`src/design/arj_pkg.sv`:
```
`default_nettype none
package arj_pkg;

	localparam logic [7:0] MarkA = 8'h60;
	localparam logic [7:0] MarkB = 8'hEA;
	localparam logic [39:0] OfsMax = 40'hFF_FFFF_FFFF;
	localparam logic [31:0] W32Max = 32'hFFFF_FFFF;

	localparam logic [2:0] ST_ENTRY = 3'd0;
	localparam logic [2:0] ST_END = 3'd1;
	localparam logic [2:0] ST_BAD = 3'd2;
	localparam logic [2:0] ST_TRUNC = 3'd3;
	localparam logic [2:0] ST_EOF = 3'd4;

	typedef enum logic [3:0] {
		PH_MARK0, PH_MARK1, PH_SIZE0, PH_SIZE1, PH_BASIC,
		PH_EXT0, PH_EXT1, PH_EXTBODY, PH_SKIP, PH_DONE
	} phase_t;

	typedef struct packed {
		logic [7:0] data_byte;
		logic       end_of_file;
	} in_word_t;

	typedef struct packed {
		logic [2:0]  status;
		logic [31:0] entry_index;
		logic [39:0] entry_offset;
		logic [31:0] header_size;
		logic [31:0] compressed_size;
		logic [31:0] original_size;
		logic [31:0] file_crc;
		logic [7:0]  entry_flags;
		logic [7:0]  method;
		logic [31:0] dos_time;
		logic [7:0]  password_modifier;
		logic        last_result;
	} out_word_t;

	function automatic logic [31:0] sat32(input logic [31:0] a, input logic [32:0] b);
		logic [33:0] s;
		s = {2'b0, a} + {1'b0, b};
		return (s > {2'b0, W32Max}) ? W32Max : s[31:0];
	endfunction

	function automatic logic [39:0] sat40(input logic [39:0] a, input logic [39:0] b);
		logic [40:0] s;
		s = {1'b0, a} + {1'b0, b};
		return s[40] ? OfsMax : s[39:0];
	endfunction

endpackage
`default_nettype wire

```
`src/design/arj_walk.sv`:
```
`default_nettype none
// Walk state machine: consumes one registered byte per cycle while step is high and produces up to
// two result words (entry, then summary) for that byte.
module arj_walk
	import arj_pkg::*;
#(
	parameter int FixedHeaderBytes = 30
) (
	input  wire logic      clk,
	input  wire logic      arst_n,
	input  wire logic      step,
	input  wire in_word_t  in_word,
	output out_word_t      res0,
	output out_word_t      res1,
	output logic [1:0]     res_count
);

	// field bytes live in the first 30 header bytes whatever the minimum size
	localparam int BufDepth = 30;
	localparam int BufAw = $clog2(BufDepth);

	phase_t      phase_q;
	logic [39:0] entry_start_q;
	logic [15:0] basic_size_q;
	logic [7:0]  ext_lo_q;
	logic [31:0] countdown_q;
	logic [31:0] header_len_q;
	logic [31:0] entry_count_q;
	logic        main_done_q;
	logic [16:0] basic_idx_q;
	logic [7:0]  buf_q [BufDepth];

	phase_t      phase_d;
	logic [39:0] entry_start_d;
	logic [15:0] basic_size_d;
	logic [31:0] countdown_d;
	logic [31:0] header_len_d;
	logic [31:0] entry_count_d;
	logic        main_done_d;
	logic [16:0] basic_idx_d;
	logic        do_reset;
	logic        buf_we;

	logic [7:0]  b;
	logic        eof;
	logic [15:0] ext_full;
	logic [15:0] size_full;

	function automatic logic [31:0] buf32(input logic [7:0] a0, input logic [7:0] a1,
		input logic [7:0] a2, input logic [7:0] a3);
		return {a3, a2, a1, a0};
	endfunction

	logic [31:0] csize;
	assign csize = buf32(buf_q[12], buf_q[13], buf_q[14], buf_q[15]);

	always_comb begin
		out_word_t e;
		out_word_t s;
		logic fin;
		logic fin_eof;
		logic summ;
		logic [2:0] summ_st;
		logic [31:0] hl;
		logic [31:0] ecount;
		logic [39:0] estart;

		b = in_word.data_byte;
		eof = in_word.end_of_file;
		ext_full = {b, ext_lo_q};
		size_full = {b, basic_size_q[7:0]};
		phase_d = phase_q;
		entry_start_d = entry_start_q;
		basic_size_d = basic_size_q;
		countdown_d = countdown_q;
		header_len_d = header_len_q;
		entry_count_d = entry_count_q;
		main_done_d = main_done_q;
		basic_idx_d = basic_idx_q;
		do_reset = 1'b0;
		buf_we = 1'b0;
		fin = 1'b0;
		fin_eof = eof;
		summ = 1'b0;
		summ_st = ST_EOF;
		hl = header_len_q;
		e = '0;
		s = '0;
		res_count = 2'd0;

		unique case (phase_q)
			PH_MARK0, PH_MARK1: begin
				if (b != ((phase_q == PH_MARK0) ? MarkA : MarkB)) begin
					summ = 1'b1; summ_st = ST_BAD;
				end else if (eof) begin
					summ = 1'b1; summ_st = ST_TRUNC;
				end else begin
					phase_d = (phase_q == PH_MARK0) ? PH_MARK1 : PH_SIZE0;
				end
			end
			PH_SIZE0: begin
				basic_size_d = {8'd0, b};
				if (eof) begin
					summ = 1'b1; summ_st = ST_TRUNC;
				end else begin
					phase_d = PH_SIZE1;
				end
			end
			PH_SIZE1: begin
				basic_size_d = size_full;
				if (size_full == 16'd0) begin
					summ = 1'b1; summ_st = ST_END;
				end else if (eof) begin
					summ = 1'b1; summ_st = ST_TRUNC;
				end else begin
					countdown_d = {16'd0, size_full} + 32'd4;
					basic_idx_d = '0;
					phase_d = PH_BASIC;
				end
			end
			PH_BASIC: begin
				buf_we = (basic_idx_q < {1'b0, basic_size_q}) &&
					(basic_idx_q < 17'(BufDepth));
				basic_idx_d = basic_idx_q + 17'd1;
				countdown_d = countdown_q - 32'd1;
				if (countdown_d != 32'd0) begin
					if (eof) begin
						summ = 1'b1; summ_st = ST_TRUNC;
					end
				end else if (basic_size_q < 16'(FixedHeaderBytes)) begin
					summ = 1'b1; summ_st = ST_BAD;
				end else begin
					hl = {16'd0, basic_size_q} + 32'd8;
					header_len_d = hl;
					if (eof) fin = 1'b1;
					else phase_d = PH_EXT0;
				end
			end
			PH_EXT0: begin
				if (eof) fin = 1'b1;
				else phase_d = PH_EXT1;
			end
			PH_EXT1: begin
				if (ext_full == 16'd0) begin
					hl = sat32(header_len_q, 33'd2);
					header_len_d = hl;
					fin = 1'b1;
				end else begin
					hl = sat32(header_len_q, {17'd0, ext_full} + 33'd6);
					header_len_d = hl;
					if (eof) fin = 1'b1;
					else begin
						countdown_d = {16'd0, ext_full} + 32'd4;
						phase_d = PH_EXTBODY;
					end
				end
			end
			PH_EXTBODY: begin
				if (countdown_q != 32'd0) countdown_d = countdown_q - 32'd1;
				if (eof) fin = 1'b1;
				else if (countdown_d == 32'd0) phase_d = PH_EXT0;
			end
			PH_SKIP: begin
				if (countdown_q != 32'd0) countdown_d = countdown_q - 32'd1;
				if (eof) begin
					summ = 1'b1; summ_st = ST_EOF;
				end else if (countdown_d == 32'd0) phase_d = PH_MARK0;
			end
			default: begin
				if (eof) do_reset = 1'b1;
			end
		endcase

		ecount = entry_count_q;
		estart = entry_start_q;
		if (fin) begin
			// in EXT states the buffer is complete; in BASIC last byte is beyond 30
			if (!main_done_q) begin
				main_done_d = 1'b1;
				estart = {8'd0, hl};
				entry_start_d = estart;
				if (!fin_eof) phase_d = PH_MARK0;
			end else begin
				e.status = ST_ENTRY;
				e.entry_index = entry_count_q;
				e.entry_offset = entry_start_q;
				e.header_size = hl;
				e.compressed_size = csize;
				e.original_size = buf32(buf_q[16], buf_q[17], buf_q[18], buf_q[19]);
				e.file_crc = buf32(buf_q[20], buf_q[21], buf_q[22], buf_q[23]);
				e.entry_flags = buf_q[4];
				e.method = buf_q[5];
				e.dos_time = buf32(buf_q[8], buf_q[9], buf_q[10], buf_q[11]);
				e.password_modifier = buf_q[7];
				e.last_result = 1'b0;
				res_count = 2'd1;
				ecount = sat32(entry_count_q, 33'd1);
				entry_count_d = ecount;
				estart = sat40(sat40(entry_start_q, {8'd0, hl}), {8'd0, csize});
				entry_start_d = estart;
				if (!fin_eof) begin
					if (csize == 32'd0) phase_d = PH_MARK0;
					else begin
						countdown_d = csize;
						phase_d = PH_SKIP;
					end
				end
			end
			if (fin_eof) begin
				summ = 1'b1; summ_st = ST_EOF;
			end
		end

		if (summ) begin
			s.status = summ_st;
			s.entry_index = ecount;
			s.entry_offset = estart;
			s.last_result = 1'b1;
			if (eof) do_reset = 1'b1;
			else phase_d = PH_DONE;
		end

		res0 = (res_count == 2'd1) ? e : s;
		res1 = s;
		res_count = res_count + {1'b0, summ};
	end

	always_ff @(posedge clk or negedge arst_n) begin
		if (!arst_n) begin
			phase_q <= PH_MARK0;
			entry_start_q <= '0;
			basic_size_q <= '0;
			ext_lo_q <= '0;
			countdown_q <= '0;
			header_len_q <= '0;
			entry_count_q <= '0;
			main_done_q <= 1'b0;
			basic_idx_q <= '0;
		end else if (step) begin
			if (phase_q == PH_EXT0) ext_lo_q <= b;
			if (do_reset) begin
				phase_q <= PH_MARK0;
				entry_start_q <= '0;
				basic_size_q <= '0;
				countdown_q <= '0;
				header_len_q <= '0;
				entry_count_q <= '0;
				main_done_q <= 1'b0;
				basic_idx_q <= '0;
			end else begin
				phase_q <= phase_d;
				entry_start_q <= entry_start_d;
				basic_size_q <= basic_size_d;
				countdown_q <= countdown_d;
				header_len_q <= header_len_d;
				entry_count_q <= entry_count_d;
				main_done_q <= main_done_d;
				basic_idx_q <= basic_idx_d;
			end
		end
	end

	always_ff @(posedge clk) begin
		if (step && buf_we) buf_q[basic_idx_q[BufAw-1:0]] <= b;
	end

`ifndef ASSERT_OFF
	a_two_needs_summary: assert property (@(posedge clk) disable iff (!arst_n)
		(step && res_count == 2'd2) |-> res1.last_result && res0.status == ST_ENTRY)
		else $error("entry pair without summary");
	a_main_once: assert property (@(posedge clk) disable iff (!arst_n)
		(step && res_count != 2'd0 && res0.status == ST_ENTRY && !res0.last_result)
		|-> main_done_q)
		else $error("entry before main header");
	a_done_quiet: assert property (@(posedge clk) disable iff (!arst_n)
		(step && phase_q == PH_DONE) |-> res_count == 2'd0)
		else $error("result after summary");
`endif

endmodule
`default_nettype wire

```
`src/design/arj_out_queue.sv`:
```
`default_nettype none
// Two-entry output queue: takes up to two words per step, drains one per cycle while ready is high.
module arj_out_queue
	import arj_pkg::*;
(
	input  wire logic      clk,
	input  wire logic      arst_n,
	input  wire logic      push,
	input  wire logic [1:0] push_count,
	input  wire out_word_t push0,
	input  wire out_word_t push1,
	output logic           empty,
	output logic           valid,
	input  wire logic      ready,
	output out_word_t      data
);

	out_word_t  slot_q [2];
	logic [1:0] cnt_q;
	logic       pop;

	assign valid = cnt_q != 2'd0;
	assign empty = cnt_q == 2'd0;
	assign data = slot_q[0];
	assign pop = valid && ready;

	always_ff @(posedge clk or negedge arst_n) begin
		if (!arst_n) begin
			cnt_q <= '0;
		end else begin
			cnt_q <= cnt_q - {1'b0, pop} + (push ? push_count : 2'd0);
		end
	end

	always_ff @(posedge clk) begin
		if (push && push_count != 2'd0 && (cnt_q == 2'd0 || (cnt_q == 2'd1 && pop))) begin
			slot_q[0] <= push0;
			slot_q[1] <= push1;
		end else begin
			if (pop) slot_q[0] <= slot_q[1];
			if (push && push_count != 2'd0) slot_q[1] <= push0;
		end
	end

`ifndef ASSERT_OFF
	a_no_overflow: assert property (@(posedge clk) disable iff (!arst_n)
		cnt_q != 2'd3)
		else $error("output queue overflow");
`endif

endmodule
`default_nettype wire

```
`src/design/arj_entry_header_walker_unit.sv`:
```
`default_nettype none
// Channel | Dir | Handshake          | Payload
// in      | in  | in_valid/in_ready   | in_word_t  (data_byte, end_of_file)
// out     | out | out_valid/out_ready | out_word_t (entry record or summary)
// One byte per cycle unless stalled: input register, then walk logic writes a two-word output queue.
// Each byte yields 0..2 words; the entry and summary on one byte drain one after the other.
// A byte with no words passes at once; one that makes words waits for an empty queue.
// arst_n clears phase, counters and queue; header field bytes are not reset.
module arj_entry_header_walker_unit
	import arj_pkg::*;
#(
	parameter int FIXED_HEADER_BYTES = 30
) (
	input  wire logic      clk,
	input  wire logic      arst_n,
	input  wire logic      in_valid,
	output logic           in_ready,
	input  wire in_word_t  in_data,
	output logic           out_valid,
	input  wire logic      out_ready,
	output out_word_t      out_data
);

	in_word_t   word_s1;
	logic       valid_s1;
	out_word_t  r0;
	out_word_t  r1;
	logic [1:0] rc;
	logic       q_empty;
	logic       step;

	// a byte that makes words needs both slots free
	assign step = valid_s1 && (rc == 2'd0 || q_empty);
	assign in_ready = !valid_s1 || step;

	always_ff @(posedge clk or negedge arst_n) begin
		if (!arst_n) begin
			valid_s1 <= 1'b0;
		end else if (in_ready) begin
			valid_s1 <= in_valid;
		end
	end

	always_ff @(posedge clk) begin
		if (in_ready && in_valid) word_s1 <= in_data;
	end

	arj_walk #(.FixedHeaderBytes(FIXED_HEADER_BYTES)) u_walk (
		.clk(clk), .arst_n(arst_n), .step(step), .in_word(word_s1),
		.res0(r0), .res1(r1), .res_count(rc)
	);

	arj_out_queue u_q (
		.clk(clk), .arst_n(arst_n), .push(step), .push_count(rc),
		.push0(r0), .push1(r1), .empty(q_empty),
		.valid(out_valid), .ready(out_ready), .data(out_data)
	);

`ifndef ASSERT_OFF
	a_step_room: assert property (@(posedge clk) disable iff (!arst_n)
		(step && rc != 2'd0) |-> q_empty)
		else $error("step with occupied queue");
`endif

endmodule
`default_nettype wire
```
`config.mk`:
```
export PLATFORM = sky130hd
export DESIGN_NAME = arj_entry_header_walker_unit
export DESIGN_NICKNAME = d
export VERILOG_FILES = /design/src/design/arj_pkg.sv /design/src/design/arj_walk.sv /design/src/design/arj_out_queue.sv /design/src/design/arj_entry_header_walker_unit.sv
export SDC_FILE = /design/constraint.sdc
export NUM_CORES = 2
export LEC_CHECK = 0
export BUFFER_PORTS_ARGS = -buffer_cell sky130_fd_sc_hd__buf_4
export CAP_MARGIN = 10
export CORE_ASPECT_RATIO = 0.9
export CORE_UTILIZATION = 23
export CTS_BUF_LIST = sky130_fd_sc_hd__clkbuf_16
export DETAILED_ROUTE_END_ITERATION = 8
export SYNTH_ARGS = -nofsm -noshare
export SYNTH_HDL_FRONTEND = slang
export SYNTH_HIERARCHICAL = 1
export SYNTH_SLANG_ARGS = --single-unit
export TNS_END_PERCENT = 20
```
`constraint.sdc`:
```
create_clock -name clk -period 11.52 [get_ports clk]
set_clock_uncertainty 0.2 [all_clocks]
set_input_delay 2.304 -clock clk [delete_from_list [all_inputs] [get_ports clk]]
set_output_delay 2.304 -clock clk [all_outputs]
set_load 0.005 [all_outputs]
```
; Word level (Yosys, flattened, before mapping)
; Memory sizes are Yosys's and may differ from the RTL's.
; Cells that the tools add are included.
[word_totals]
reg_bits = 194
mem_bits_rw = 760
in_bits = 13
output_inout_bits = 262
word_cells = 196
n_memories = 2
[memory_table]
columns = name, depth, word_bits, rd, rd_ports_with_merged_regs, write_ports, line_no
row1 = u_q.slot_q, 2, 260, 2, 0, 2, arj_out_queue.sv:18  ; out_word_t slot_q [2];
row2 = u_walk.buf_q, 30, 8, 19, 0, 1, arj_walk.sv:31  ; logic [7:0] buf_q [BufDepth];
[classes]
add_sub_neg = 14
magnitude_cmp = 6
n_eq_ne = 14
mux = 107
n_bitwise = 2
reduce_logical = 37
[op_table]
columns = operator, count
row1 = 260-bit 2-to-1 mux, 4
row2 = 32-bit 2-to-1 mux, 22
row3 = 257-bit 2-to-1 mux, 1
row4 = 40-bit 2-to-1 mux, 5
row5 = 32-bit case mux with 5 select lines, 1
row6 = "34-bit by 32-bit > comparator with 1-bit output, second input constant", 3
row7 = 32-bit zero test, 3
row8 = 4-bit 2-to-1 mux, 23
row9 = 40-bit by 32-bit adder with 41-bit output, 2
row10 = 75-bit 2-to-1 mux, 1
row11 = 32-bit case mux with 2 select lines, 1
row12 = 32-bit nonzero test, 2
row13 = "16-bit by 3-bit adder with 17-bit output, second input constant", 3
row14 = 17-bit 2-to-1 mux, 3
row15 = 32-bit by 33-bit adder with 34-bit output, 1
row16 = 17-bit case mux with 2 select lines, 1
row17 = "32-bit by 1-bit adder with 33-bit output, second input constant", 1
row18 = "32-bit by 2-bit adder with 33-bit output, second input constant", 1
row19 = 16-bit zero test, 2
row20 = 16-bit case mux with 2 select lines, 1
row21 = 4-bit case mux with 8 select lines, 1
row22 = "32-bit by 1-bit subtractor with 32-bit output, second input constant", 1
row23 = 1-bit 2-to-1 mux, 28
row24 = 3-bit 2-to-1 mux, 7
row25 = 35 further kinds, 62

; Logic depth before layout (Yosys ltp)
[depth]
ltp_word = 16
mapped_depth = 42
depth_no_buf = 39

; Cells and area by module
; The synthesis kept the hierarchy.
[modules_own_cells]
columns = module, instances, cells_each, area_each_um2, seq_area_each_um2
row1 = arj_walk, 1, 3469, 28617.4, 9118.7
row2 = arj_out_queue, 1, 1378, 26601.8, 15665.0
row3 = arj_entry_header_walker_unit, 1, 15, 330.3, 295.3

; Worst setup path after synthesis
; Ideal clock, no wire load.
[synth_path]
kind = register to register
startpoint = register u_walk.countdown_q[0]
endpoint = memory u_q/slot_q[0][0] (netlist name), enable pin
setup_time_ns = 0.632
arrival_ns = 11.718
t_required_ns = 10.688
setup_slack_ns = -1.030
path_stages_with_launch = 21
path_buffers = 4
synth_period_minus_slack_ns = 12.550
cell_sequence = dfrtp_1 -> inv_1 -> ha_1 -> nor3b_2 -> nand2_1 -> clkbuf_1 -> o31a_1 -> nor4b_2 -> nor4bb_1 -> and3_1 -> o21ai_2 -> buf_2 -> buf_2 -> buf_2 -> ha_1 -> inv_1 -> o21ba_2 -> nor2b_1 -> o21a_4 -> nand2_1 -> nand2_1
[synth_lines]
columns = element, line_no
row1 = from (decl), arj_walk.sv:26  ; logic [31:0] countdown_q;
row2 = from (signal assigned), arj_walk.sv:254  ; countdown_q <= countdown_d;
row3 = to (decl), arj_out_queue.sv:18

==> flow_summary.json <==
{
  "first_global_vias": 36938,
  "totalPowerFinal_mw": 15.2,
  "synth_enable_flop_cells": 681,
  "synthDistinctLibCells": 109,
  "power_frac_comb_pct": 42.9,
  "antenna_found_initial": 19,
  "ff2ff_path_depth": 38,
  "worstHoldPathCells": 1,
  "total_switching_power_mw": 5.63,
  "grt_setup_unrepaired": "no",
  "area_growth_syn_to_layout_pct": 12.0,
  "core_sq_mm": 0.239,
  "synth-xor-area-share_pct": 1.89,
  "p_leak_nw": 24.8,
  "drt-wirelength-per-cell_um": 21.8,
  "final_setup_vio_count": 0,
  "detail_route.iter0.violations": 4048,
  "synthSimpleGateAreaFrac_pct": 12.3,
  "maximum_number_of_pins_on_one_net_before_global_route_repair": 107,
  "num_cts_buffers": 98,
  "status": "completed",
  "hpwlAfterDp_mm": 128,
  "avgSynthCellArea_sq_um": 11.4,
  "timing.critical_path.to_type": "flip-flop",
  "crit_arrival_ps": 11300,
  "min_period_ps": 11000,
  "power.switching_fraction_pct": 37.2,
  "route.vias.total": 38566,
  "tightest_slew_ps": 1230,
  "design.die.area_sq_mm": 0.243,
  "startpoint_type": "flip-flop",
  "synth_async_sr_flop_share_pct": 21.4,
  "chipWidth_um": 520,
  "syn-cell-area_sq_mm": 0.0555,
  "p_int_mw": 9.52,
  "post-route-drc-count": 0,
  "critical-path-slowest-cell": "o22ai_1",
  "start_util_pct": 23.2,
  "boundaryPins": 275,
  "clk_root_buffer_cell": "clkbuf_16",
  "ys.warnings.count": 6,
  "clock_tree.buffer_depth": 3,
  "die-height_um": 468,
  "sequential_to_total_area_share_from_yosys_stat_pct": 45.1,
  "synthMuxAreaShare_pct": 14.2,
  "power.density_cell_area_mw_per_mm2": 244,
  "critPathMostFrequentCell": "buf_4",
  "critical-path-max-stage-delay_ps": 840,
  "firstDrtPassIters": 6,
  "synth_compound_gate_area_share_pct": 12.8,
  "combinational_family_with_the_most_area_after_synthesis": "multiplexers",
  "tritoncts_clock_tree": "yes",
  "post_cts_resized": 0,
  "postCtsSetupRepairBufs": 0,
  "r2r_end": "u_q/slot_q[0][470]",
  "rrSetupSlack_ps": 520,
  "power_frac_seq_pct": 36.7,
  "cts.sinks": 866,
  "worst_ir_drop_vdd_mv": 0.194,
  "max-slew-margin-rel_pct": 17.8,
  "cts-hold-fix-buffers": 0,
  "worst-path-max-fanout": 15,
  "global_route.overflow_total": 0,
  "floorplan.rows": 170,
  "clkPwrFrac_pct": 20.4,
  "worst_skew_pair.late_latency_ps": 760,
  "post_dp_area_sq_mm": 0.0590,
  "maxSlewViolCount": 0,
  "htree_levels": 3,
  "period_share_pct": 95.5,
  "cp.required_ps": 11810,
  "vias_per_cell": 4.69,
  "hold_path_end": "u_q/slot_q[0][150]",
  "gpl.final_weighted_congestion": 0.984,
  "rr_startpoint": "word_s1[2]",
  "final_cell_area_sq_mm": 0.0622,
  "antenna_left": 0,
  "synthCells": 4862,
  "yosys_register_bits": 866,
  "hold_class": "reg -> reg",
  "clock_transition_time_at_the_flip_flop_clock_pins_of_the_worst_setup_and_hold_paths_ps": 70,
  "ys.flop_type": "edfxtp_1",
  "global_route_wire_length_before_repair_mm": 261,
  "sum_of_negative_setup_slack_ps": 0,
  "nets": 5097,
  "fmaxAchievable_mhz": 90.9,
  "hold_viol": 0,
  "wl_mm": 179,
  "post_synth_fa_ha_maj_area_fraction_pct": 3.04,
  "grt_util_all_layers_pct": 14.3,
  "worstHoldStart": "u_q/slot_q[0][410]",
  "final_layout_size_suffix_gt1_share_pct": 26.2,
  "max_cap_viol_count": 0,
  "timing.setup.critical_path_class": "reg -> reg",
  "buffer_ports.inserted": 274
}
[kinds of logic after synthesis]
kind of cell    count (synthesis)
simple gates                 1312
mux                           537
compound gates               1061
buf+inv                       832
fa+ha+maj                     133
xor+xnor                      120
flops                         866
other cells                     1
[routing by layer]
layer / GRT usage [%] / part of all wire [%] / up-vias
met2: 21.6 / 43 / 1618
met4: 4.96 / 3.2 / 10
met1: 20.2 / 46 / 19052
li1: - / - / 17587
met5: 0 / 0.039 / -
met3: 2.59 / 7.6 / 299
[critical path: cells and delay by family (launching register included)]
family	cells	cell delay, ps
muxes	1	270
xor gates and xnor gates	1	450
DFF	1	620
buffers and inverters	7	1230
adders and majority gates	2	680
and+or+nand+nor	10	2780
AOI/OAI and AO/OA	17	4500
[sequential cells by signal, indices dropped and copies added (netlist names), 4 cells and up]
register / count
u_walk/buf_q: 152
u_walk/basic_size_q: 16
u_walk/entry_count_q: 32
u_walk/countdown_q: 32
u_walk/basic_idx_q: 17
u_q/slot_q: 520
u_walk/ext_lo_q: 8
u_walk/header_len_q: 32
u_walk/phase_q: 4
u_walk/entry_start_q: 40
word_s1: 9
[per-stage QoR]
step	std cells	worst slack [ps]	hold slack, ps	utilization (%)
after floorplan	5045	1390	275	-
after global routing	8218	231	301	26.0
after global placement	8033	800	314	24.7
after detailed placement	8033	879	314	24.7
after CTS	8217	823	291	26.0
final	8222	516	289	26.0
[how the worst max path moves through the flow]
stage,from,to,slack (ps)
finish,word_s1[2],u_q/slot_q[0][470],520
global route,word_s1[2],u_q/slot_q[0][470],230
CTS,word_s1[2],u_q/slot_q[0][470],820
detailed placement,word_s1[2],u_q/slot_q[0][470],880
global placement,word_s1[2],u_q/slot_q[0][475],800
floorplan,u_walk/countdown_q[0],u_q/slot_q[0][0],1390
[cell usage after synthesis, drive strengths merged (11+ instances only)]
cell type,number,share of area [%]
edfxtp,681,37
buf,572,8.8
mux2,527,14
nand2,332,2.3
o21ai,249,2.3
a21oi,248,2.2
and2,231,2.6
nor2,221,1.5
dfrtp,185,8.3
clkbuf,159,1.1
ha,130,2.9
nor3,118,1.1
a22o,107,1.7
inv,100,0.68
nand3,90,0.82
xnor2,71,1.1
nor4,58,0.74
nand4,53,0.64
a211oi,51,0.71
and3,51,0.57
a21o,49,0.66
xor2,49,0.77
o21a,40,0.55
o22ai,36,0.41
a31oi,35,0.39
nand2b,28,0.32
o31ai,28,0.39
or3,27,0.30
or2,25,0.28
o211ai,24,0.35
nor3b,18,0.25
a22oi,16,0.22
a221oi,15,0.27
o21bai,15,0.20
o2bb2ai,15,0.24
a2111oi,13,0.28
and4,13,0.20
a21boi,12,0.17
a311oi,12,0.19
nor2b,11,0.12
[final cells by class]
class,count,area (sq um)
antenna,5,12.5
clock buffer,99,2480
clock inverter,85,664
fill,24929,177000
inverter,101,389
multi-input combinational,3347,25500
sequential,866,25100
tap,3182,3980
timing repair buffer,537,4140
[power groups by stage]
| stage | combinational, mW | clock, mW | sequential [mW] |
|---|---|---|---|
| 6_report | 6.50 | 3.09 | 5.56 |
| 5_1_grt | 6.94 | 3.30 | 5.68 |
| 4_1_cts | 6.55 | 3.19 | 5.58 |
| 3_5_place_dp | 6.52 | 0 | 5.63 |
| 3_3_place_gp | 6.45 | 0 | 5.60 |
| 2_1_floorplan | 5.44 | 0 | 5.38 |
[placed cells by master, fill, tap and decap left out, drive strengths merged, types with 90 or more instances in the layout]
master  instances
clkbuf         99
nand2         332
and2          231
conb          184
mux2          527
buf           537
nor2          221
a22o          107
nor3          118
inv           129
o21ai         249
a21oi         248
dfrtp         185
edfxtp        681
nand3          90
ha            130
Power figures use the tool's default switching activity.
